[src/hdl/pop3sb_pkg.sv]
// Shared types and constants for the POP3 STLS banner parser.
// Phase codes, action codes and the per-byte result record.
// No dependencies.
package pop3sb_pkg;

	typedef enum logic [16:0] {
		PH_G0      = 17'h00001,
		PH_G1      = 17'h00002,
		PH_G2      = 17'h00004,
		PH_GLINE   = 17'h00008,
		PH_C0      = 17'h00010,
		PH_C1      = 17'h00020,
		PH_C2      = 17'h00040,
		PH_CLINE   = 17'h00080,
		PH_CBOL    = 17'h00100,
		PH_CDOT    = 17'h00200,
		PH_S0      = 17'h00400,
		PH_S1      = 17'h00800,
		PH_S2      = 17'h01000,
		PH_SLINE   = 17'h02000,
		PH_NEGLINE = 17'h04000,
		PH_CLOSED  = 17'h08000,
		PH_HANDED  = 17'h10000
	} phase_t;

	typedef enum logic [2:0] {
		ACT_NONE  = 3'd0,
		ACT_CAPA  = 3'd1,
		ACT_STLS  = 3'd2,
		ACT_CLOSE = 3'd3,
		ACT_TLS   = 3'd4
	} action_t;

	localparam logic [7:0] CH_CR    = 8'h0D;
	localparam logic [7:0] CH_LF    = 8'h0A;
	localparam logic [7:0] CH_PLUS  = 8'h2B;
	localparam logic [7:0] CH_O     = 8'h4F;
	localparam logic [7:0] CH_K     = 8'h4B;
	localparam logic [7:0] CH_DOT   = 8'h2E;
	localparam logic [7:0] CH_MINUS = 8'h2D;

	typedef struct packed {
		logic       stopped;
		action_t    action;
		logic       banner_valid;
		logic [7:0] banner_byte;
	} result_t;

endpackage

[src/hdl/pop3sb_step.sv]
// Next-phase and result logic for one received byte.
// Uses pop3sb_pkg for phase, action and result types.
module pop3sb_step (
	input  pop3sb_pkg::phase_t  phase,
	input  logic [7:0]          rx_byte,
	input  logic                new_session,
	output pop3sb_pkg::phase_t  phase_nxt,
	output pop3sb_pkg::result_t res
);

	pop3sb_pkg::phase_t ph;
	logic               run;
	logic               echo;

	always_comb begin
		ph        = new_session ? pop3sb_pkg::PH_G0 : phase;
		run       = (ph != pop3sb_pkg::PH_CLOSED) && (ph != pop3sb_pkg::PH_HANDED);
		echo      = run && (rx_byte != pop3sb_pkg::CH_CR);
		phase_nxt = ph;
		res.stopped      = !run;
		res.action       = pop3sb_pkg::ACT_NONE;
		res.banner_valid = echo;
		res.banner_byte  = echo ? rx_byte : 8'h00;
		if (echo) begin
			case (ph)
				pop3sb_pkg::PH_G0: begin
					if (rx_byte == pop3sb_pkg::CH_PLUS) phase_nxt = pop3sb_pkg::PH_G1;
					else begin
						phase_nxt  = pop3sb_pkg::PH_CLOSED;
						res.action = pop3sb_pkg::ACT_CLOSE;
					end
				end
				pop3sb_pkg::PH_G1: begin
					if (rx_byte == pop3sb_pkg::CH_O) phase_nxt = pop3sb_pkg::PH_G2;
					else begin
						phase_nxt  = pop3sb_pkg::PH_CLOSED;
						res.action = pop3sb_pkg::ACT_CLOSE;
					end
				end
				pop3sb_pkg::PH_G2: begin
					if (rx_byte == pop3sb_pkg::CH_K) phase_nxt = pop3sb_pkg::PH_GLINE;
					else begin
						phase_nxt  = pop3sb_pkg::PH_CLOSED;
						res.action = pop3sb_pkg::ACT_CLOSE;
					end
				end
				pop3sb_pkg::PH_GLINE: begin
					if (rx_byte == pop3sb_pkg::CH_LF) begin
						phase_nxt  = pop3sb_pkg::PH_C0;
						res.action = pop3sb_pkg::ACT_CAPA;
					end
				end
				pop3sb_pkg::PH_C0, pop3sb_pkg::PH_S0: begin
					if (rx_byte == pop3sb_pkg::CH_MINUS) phase_nxt = pop3sb_pkg::PH_NEGLINE;
					else if (rx_byte == pop3sb_pkg::CH_PLUS)
						phase_nxt = (ph == pop3sb_pkg::PH_C0) ? pop3sb_pkg::PH_C1
							: pop3sb_pkg::PH_S1;
					else begin
						phase_nxt  = pop3sb_pkg::PH_CLOSED;
						res.action = pop3sb_pkg::ACT_CLOSE;
					end
				end
				pop3sb_pkg::PH_C1, pop3sb_pkg::PH_S1: begin
					if (rx_byte == pop3sb_pkg::CH_O)
						phase_nxt = (ph == pop3sb_pkg::PH_C1) ? pop3sb_pkg::PH_C2
							: pop3sb_pkg::PH_S2;
					else begin
						phase_nxt  = pop3sb_pkg::PH_CLOSED;
						res.action = pop3sb_pkg::ACT_CLOSE;
					end
				end
				pop3sb_pkg::PH_C2, pop3sb_pkg::PH_S2: begin
					if (rx_byte == pop3sb_pkg::CH_K)
						phase_nxt = (ph == pop3sb_pkg::PH_C2) ? pop3sb_pkg::PH_CLINE
							: pop3sb_pkg::PH_SLINE;
					else begin
						phase_nxt  = pop3sb_pkg::PH_CLOSED;
						res.action = pop3sb_pkg::ACT_CLOSE;
					end
				end
				pop3sb_pkg::PH_CLINE: begin
					if (rx_byte == pop3sb_pkg::CH_LF) phase_nxt = pop3sb_pkg::PH_CBOL;
				end
				pop3sb_pkg::PH_CBOL: begin
					if (rx_byte == pop3sb_pkg::CH_DOT) phase_nxt = pop3sb_pkg::PH_CDOT;
					else if (rx_byte != pop3sb_pkg::CH_LF) phase_nxt = pop3sb_pkg::PH_CLINE;
				end
				pop3sb_pkg::PH_CDOT: begin
					if (rx_byte == pop3sb_pkg::CH_LF) begin
						phase_nxt  = pop3sb_pkg::PH_S0;
						res.action = pop3sb_pkg::ACT_STLS;
					end else
						phase_nxt = pop3sb_pkg::PH_CLINE;
				end
				pop3sb_pkg::PH_SLINE: begin
					if (rx_byte == pop3sb_pkg::CH_LF) begin
						phase_nxt  = pop3sb_pkg::PH_HANDED;
						res.action = pop3sb_pkg::ACT_TLS;
					end
				end
				pop3sb_pkg::PH_NEGLINE: begin
					if (rx_byte == pop3sb_pkg::CH_LF) begin
						phase_nxt  = pop3sb_pkg::PH_CLOSED;
						res.action = pop3sb_pkg::ACT_CLOSE;
					end
				end
				default: begin
					phase_nxt = ph;
				end
			endcase
		end
	end

endmodule

[src/hdl/pop3_stls_banner_parser.sv]
// Top level of the POP3 STLS banner parser: input register, phase
// register and result register around pop3sb_step. Uses pop3sb_pkg.
//
//  channel | dir | tdata           | tuser
//  s_      | in  | [7:0] rx_byte   | [0] new_session
//  m_      | out | [7:0] banner_byte | [0] banner_valid, [3:1] action, [4] stopped
//
// One byte per cycle sustained while m_ is ready; an s_ request reaches m_ through the
// input register, then the result register. The phase register is the only loop.
// arst_n clears the valid flags and sets the phase to the greeting start.
// A stall on m_ holds the result register; s_tready drops only once the input
// register is full as well.
module pop3_stls_banner_parser (
	input  logic       clk,
	input  logic       arst_n,
	input  logic       s_tvalid,
	output logic       s_tready,
	input  logic [7:0] s_tdata,  // [7:0] rx_byte
	input  logic       s_tuser,  // [0] new_session
	output logic       m_tvalid,
	input  logic       m_tready,
	output logic [7:0] m_tdata,  // [7:0] banner_byte
	output logic [4:0] m_tuser   // [0] banner_valid, [3:1] action, [4] stopped
);

	logic                vld_s1;
	logic [7:0]          byte_s1;
	logic                news_s1;
	logic                vld_s2;
	pop3sb_pkg::result_t res_s2;
	pop3sb_pkg::phase_t  phase_q;
	pop3sb_pkg::phase_t  phase_nxt;
	pop3sb_pkg::result_t res;
	logic                adv_s2;
	logic                adv_s1;

	assign adv_s2   = !vld_s2 || m_tready;
	assign adv_s1   = !vld_s1 || adv_s2;
	assign s_tready = adv_s1;

	pop3sb_step u_step (
		.phase       (phase_q),
		.rx_byte     (byte_s1),
		.new_session (news_s1),
		.phase_nxt   (phase_nxt),
		.res         (res)
	);

	always_ff @(posedge clk or negedge arst_n) begin
		if (!arst_n) begin
			vld_s1  <= 1'b0;
			vld_s2  <= 1'b0;
			phase_q <= pop3sb_pkg::PH_G0;
		end else begin
			if (adv_s1) vld_s1 <= s_tvalid;
			if (adv_s2) vld_s2 <= vld_s1;
			if (vld_s1 && adv_s2) phase_q <= phase_nxt;
		end
	end

	always_ff @(posedge clk) begin
		if (adv_s1 && s_tvalid) begin
			byte_s1 <= s_tdata;
			news_s1 <= s_tuser;
		end
		if (adv_s2 && vld_s1) res_s2 <= res;
	end

	assign m_tvalid = vld_s2;
	assign m_tdata  = res_s2.banner_byte;
	assign m_tuser  = {res_s2.stopped, res_s2.action, res_s2.banner_valid};

`ifndef ASSERT_OFF
	a_phase_onehot: assert property (@(posedge clk) disable iff (!arst_n)
		$onehot(phase_q))
		else $error("phase register not one-hot");

	a_stopped_quiet: assert property (@(posedge clk) disable iff (!arst_n)
		m_tvalid && m_tuser[4] |-> !m_tuser[0] && m_tuser[3:1] == pop3sb_pkg::ACT_NONE)
		else $error("stopped result carries echo or action");

	a_s1_hold: assert property (@(posedge clk) disable iff (!arst_n)
		vld_s1 && !adv_s2 |=> vld_s1 && $stable(byte_s1) && $stable(news_s1))
		else $error("input register lost a request under stall");

	a_phase_hold: assert property (@(posedge clk) disable iff (!arst_n)
		!(vld_s1 && adv_s2) |=> $stable(phase_q))
		else $error("phase moved without a byte passing");
`endif

endmodule

[config.mk]
export PLATFORM = sky130hd
export DESIGN_NAME = pop3_stls_banner_parser
export DESIGN_NICKNAME = d
export VERILOG_FILES = /design/src/hdl/pop3sb_pkg.sv /design/src/hdl/pop3sb_step.sv /design/src/hdl/pop3_stls_banner_parser.sv
export SDC_FILE = /design/constraint.sdc
export NUM_CORES = 1
export LEC_CHECK = 0
export ABC_AREA = 1
export BUFFER_PORTS_ARGS = -buffer_cell sky130_fd_sc_hd__buf_4
export CAP_MARGIN = 15
export CORE_AREA = 2 2 105 107
export CTS_CLUSTER_SIZE = 8
export DETAILED_ROUTE_END_ITERATION = 10
export DIE_AREA = 0 0 107 109
export GPL_TIMING_DRIVEN = 0
export SLEW_MARGIN = 20
export SYNTH_ARGS = -nofsm -noshare
export SYNTH_HDL_FRONTEND = slang
export SYNTH_SLANG_ARGS = --single-unit
[constraint.sdc]
create_clock -name clk -period 2.36 [get_ports clk]
set_clock_uncertainty 0.1 [all_clocks]
set_input_delay 0.354 -clock clk [delete_from_list [all_inputs] [get_ports clk]]
set_output_delay 0.354 -clock clk [all_outputs]
set_load 0.02 [all_outputs]
; ---- Word level (Yosys, flattened, before mapping)
; Index checks and enable logic that the tools add are counted.
; Widths: inputs -> output; s select.
[op_classes]
div = 0
magnitude_cmp = 0
mul = 0
shift = 0
addsub = 0
n_bitwise = 0
eq_ne = 25
n_mux = 29
reduce_logical = 14
[ops]
columns = op, count
row1 = $mux 17, 12
row2 = $pmux 17 s12, 1
row3 = $mux 16, 3
row4 = $eq 8x6->1 const B, 3
row5 = $pmux 3 s8, 1
row6 = $eq 17x1->1 const B, 1
row7 = $eq 17x10->1 const B, 1
row8 = $eq 17x11->1 const B, 1
row9 = $eq 17x12->1 const B, 1
row10 = $eq 17x13->1 const B, 1
row11 = $eq 17x14->1 const B, 1
row12 = $eq 17x15->1 const B, 1
row13 = $eq 17x2->1 const B, 1
row14 = $eq 17x3->1 const B, 1
row15 = $eq 17x4->1 const B, 1
row16 = $eq 17x5->1 const B, 1
row17 = $eq 17x6->1 const B, 1
row18 = $eq 17x7->1 const B, 1
row19 = $eq 17x8->1 const B, 1
row20 = $eq 17x9->1 const B, 1
row21 = $ne 17x16->1 const B, 1
row22 = $ne 17x17->1 const B, 1
row23 = $eq 8x7->1 const B, 2
row24 = $ne 8x4->1 const B, 2
row25 = 13 further kinds, 27
[word_totals]
rom_bits = 0
ff_bits = 41
latch_bits = 0
ram_bits = 0
memories = 0
input_bits = 13

; ---- Logic depth before layout (Yosys ltp)
[logic_depth]
word_depth = 7
depth_mapped = 16
mapped_depth_nobuf = 15

; ---- Cells and area by module
; A second synthesis with hierarchy kept.
[hier_totals]
hier_cells = 422
area_unflattened_um2 = 3121.7
[modules_own_cells]
columns = mod, area_each_um2, cells_per_inst, n_inst
row1 = pop3sb_step, 1659.1, 317, 1
row2 = pop3_stls_banner_parser, 1462.7, 105, 1

; ---- Least setup slack after synthesis
; Ideal clock, no wire load.
[synth_timing]
path_kind = reg2reg
startpoint = register news_s1
endpoint = register phase_q[4]
setup_ns = 0.121
path_slack_ns = 0.414
t_required_ns = 2.139
arrival_ns = 1.725
stages_incl_launch_ff = 17
cell_sequence = edfxtp_1 > inv_2 > buf_6 > nand2_1 > nor2_1 > nand2_1 > nor2_4 > buf_4 > nand2_1 > nand2_1 > nor2_1 > nand2_1 > nor2_4 > nor2_4 > nand2_1 > nand2_1 > o21ai_1
[synth_via]
elab_chain_cells = 5
word_cells_on_any_way = 31
cone_classes = eq/ne (17) / mux (9) / reduce/logical (5)
[synth_lines]
columns = element, line
row1 = from (decl), pop3_stls_banner_parser.sv:28  ; logic news_s1;
row2 = from (signal assigned), pop3_stls_banner_parser.sv:64  ; news_s1 <= s_tuser;
row3 = $mux 17 *, pop3sb_step.sv:16  ; ph = new_session ? pop3sb_pkg::PH_G0 : phase;
row4 = $eq 17x13->1 (tied with other cells), pop3sb_step.sv:25  ; case (ph)
row5 = $reduce_or 2->1 (tied with other cells), pop3sb_step.sv:25
row6 = $pmux 17 s12 / $logic_and 1x1->1 (equally long branches), "pop3sb_step.sv:25, pop3sb_step.sv:18"
row7 = $mux 17 *, pop3sb_step.sv:24  ; if (echo) begin
row8 = to (signal assigned), pop3_stls_banner_parser.sv:53  ; phase_q <= pop3sb_pkg::PH_G0;
row9 = to (signal assigned), pop3_stls_banner_parser.sv:57  ; if (vld_s1 && adv_s2) phase_q <= phase_nxt;
row10 = to (decl), pop3_stls_banner_parser.sv:31  ; pop3sb_pkg::phase_t phase_q;
; Every way passes the cells marked *; elsewhere a longest branch is shown, timed or not.
; A chain may end at the register's enable or synchronous reset.

; ---- Worst setup path after layout
[layout_timing]
startpoint = register news_s1
endpoint = register phase_q[9]
; Same word-level chain as after synthesis.

==> flow_summary_export.csv <==
group,metric,value,unit
placement,io_buffers,27,
floorplan,dieArea,11700,µm²
synthesis,yosysWarnings,0,
critical_path,path_max_fanout,5,
synthesis,synth_ff_type,"edfxtp_1",
floorplan,core,10600,µm²
critical_path,worstSetupEndpointType,"flop",
critical_path,r2r_end,"phase_q[9]",
synthesis,synth_most_common_cell,"nand2_1",
critical_path,worst-setup-path-type,"flop to flop",
timing,fmax,430,MHz
critical_path,worstPathRequired,2.46,ns
floorplan,rows,38,
route,wl,9350,µm
layout,instances_no_fill,604,
placement,dpl.cell_count,581,
clock_tree,clk_pin_slew_worst_paths,0.10,ns
timing,fin_tns_setup,0,ns
layout,drive_above_1_share,30.2,%
placement,place_ws,-0.0410,ns
route,drc,0,
clock_tree,cts_tree,"done",
synthesis,synthTopCellsByCount,"nand2_1, nor2_1, nand3_1",
placement,dp_hpwl,6880,µm
placement,gp_congestion,0.982,
critical_path,rrSetupSlack,0.03,ns
timing,rsz0062_at_grt,"true",
clock_tree,clock_tree.buffer_depth,2,
timing,worst_slack,0.0324,ns
synthesis,ys_top_cells_by_area,"edfxtp_1, dfrtp_1, nand2_1",
synthesis,synth.yosys.seq_area_share,36.9,%
timing,drv_slew,0,
route,antenna_left,0,
grt,grtUsageTotal,16.2,%
synthesis,synth_area,3080,µm²
timing,fin_crit_sh,98.6,%
clock_tree,clock-sinks,41,
clock_tree,htreeDepth,2,
critical_path,startpoint_type,"flop",
min_path,min-delay-path-class,"primary input to flop",
clock_tree,clock-root-buffer,"clkbuf_8",
job,max-cap-violations,0,
layout,fin_util,36.4,%
synthesis,synth.distinct_cells,33,
layout,nets,476,
layout,area_delta_synth_final,25.3,%
route,wire_per_inst,15.5,µm
layout,regArea,1140,µm²
synthesis,syn_avg_cell_area,7.44,µm²
timing,slew_headroom,64.0,%
route,via_count,3042,
timing,tightest_slew,0.540,ns
clock_tree,numCtsBuffers,5,
min_path,min-delay-start,"s_tuser",
power,power.leakage,1.84,nW
critical_path,r2r_start,"news_s1",
status,status,"complete, no violations",
synthesis,yosys.area.top_type,"edfxtp_1",
layout,num-fill-cells,1104,
grt,grt_pass1_wl,14600,µm
critical_path,r2r_cells,16,
critical_path,crit_arrival,2.43,ns
floorplan,io_pins,28,
floorplan,die_w,107,µm
layout,multi_input_area,1820,µm²
min_path,worstHoldEndpoint,"news_s1",
synthesis,synth_edf_count,22,
power,powerDensity,924,nW/µm²
grt,grt_max_degree,23,
grt,grt_pass1_vias,2831,
synthesis,async_reset_ff_share,46.3,%
synthesis,syn_inst,414,
min_path,min_path_cells,1,
timing,setup_viol,0,
grt,overflow,0,
timing,min_period,2.33,ns
timing,fin_hold_ws,0.108,ns
synthesis,synth_nets,427,
grt,antenna_found_initial,0,
floorplan,die_h,109,µm
timing,hold_violations,0,
synthesis,synth_seq_cells,41,
clock_tree,clock_latency,0.32,ns
power,vdd_drop_max,266,µV
route,firstDrtPassIters,5,
floorplan,initial_core_util,29.1,%
route,drt_iter0_drc,297,
synthesis,yosys.area.top_type_share,21.4,%
layout,diodes,0,
route,viasPerCell,5.04,
[how the worst max path moves through the flow]
stage	startpoint	cells after the start	slack [ns]	to
after detailed placement	news_s1	16	-0.04	phase_q[8]
after global routing	news_s1	16	-0.09	phase_q[9]
after CTS	news_s1	16	0.0008	phase_q[8]
final	news_s1	16	0.03	phase_q[9]
after floorplan	news_s1	16	0.41	phase_q[4]
after global placement	news_s1	13	-0.05	phase_q[8]
[repair_timing]
action                                  4_1_cts  5_1_grt
buffers inserted                              2        9
endpoints found under the hold margin        18        0
pin swaps                                     1        7
endpoints found under the setup margin        2       26
hold buffers                                  1        0
gates resized for setup                       3       34
cloned                                        0        3
[layout make-up]
cell class                      instances  share of cell area (%)
Buffer                                 11                    3.08
Clock buffer                            5                    1.78
Clock inverter                          3                   0.648
Inverter                               39                    3.99
Multi-Input combinational cell        324                    47.1
Sequential cell                        41                    29.5
Tap cell                              140                    4.54
Timing Repair Buffer                   41                    9.36
[worst max-delay path, cell delays in order (launching register included)]
cell and delay, ns:
edfxtp_1 0.45, inv_4 0.10, clkbuf_16 0.18, o21ai_2 0.11
nand2_4 0.14, buf_12 0.16, nor2_4 0.13, nand3_2 0.10
nand2_2 0.11, inv_2 0.03, nand2_1 0.06, nor2_2 0.05
nand2_4 0.10, clkbuf_16 0.16, nand3_2 0.07, nand3_1 0.10
nand2_1 0.05
[flip-flops by register name, indices dropped and copies added, names as in the netlist]
register and count:
phase_q 17, byte_s1 8, m_tdata 8, m_tuser 5, m_tvalid 1, news_s1 1, vld_s1 1
[per-stage QoR]
step / instance area (µm²) / power (mW)
after floorplan: 3080 / 2.29
after global placement: 3460 / 2.71
after detailed placement: 3460 / 2.72
after CTS: 3590 / 3.25
after global routing: 3860 / 3.78
final: 3860 / 3.57
[routing by layer]
layer	wire length, µm	up-vias	GRT usage, %	part of all wire [%]
met5	0	-	0	0
met2	4560	126	27.8	49
met1	4050	1427	21.5	43
met3	560	21	2.09	6.0
met4	167	0	4.73	1.8
li1	-	1468	-	-
[report_power, final]
| group | total, mW | switching, mW | leakage, nW | internal (mW) |
|---|---|---|---|---|
| registers | 1.04 | 0.130 | 0.458 | 0.911 |
| logic | 2.01 | 1.24 | 1.34 | 0.770 |
| clock network | 0.517 | 0.303 | 0.0447 | 0.214 |
[cells by family (layout without fill, tap and decap cells)]
family	after synthesis	in the layout	synth area share, %
AOI/OAI and AO/OA	33	33	7.19
buffers and inverters	50	99	7.92
DFF	41	41	36.9
and+or+nand+nor	290	291	48.0
[placed cells by master, fill, tap and decap left out]
cell           netlist  layout
o31ai_1              2       2
a21oi_1              9       9
clkinv_1             2       2
nand3_2             12      15
inv_6                1       2
nor2_8               3       3
clkinvlp_4           0       1
buf_2                2       2
clkbuf_8             0       5
nand4_1             15      15
o211ai_1             1       1
inv_1               32      32
o21ai_0              5       4
nand3b_1             2       2
buf_12               0       4
edfxtp_1            22      22
nor2_2               2       6
dfstp_2              1       1
o22ai_1              1       1
clkinv_4             0       1
clkbuf_16            0       2
nor2_1              58      53
nor3_1               9       6
o2bb2ai_2            1       1
nand2_1            109     101
nand3_1             49      46
nor3_2               0       3
inv_4                0       1
clkbuf_1             2       2
o21ai_2              7       6
o21ai_1              6       7
buf_4                2      37
dfrtp_1             18      18
dlygate4sd3_1        0       1
nand2_2             18      19
nor2_4               7       9
nand2_4              6      13
inv_2                4       3
buf_6                4       4
o21ai_4              1       2
No activity file was read; power rests on OpenSTA's default activity.
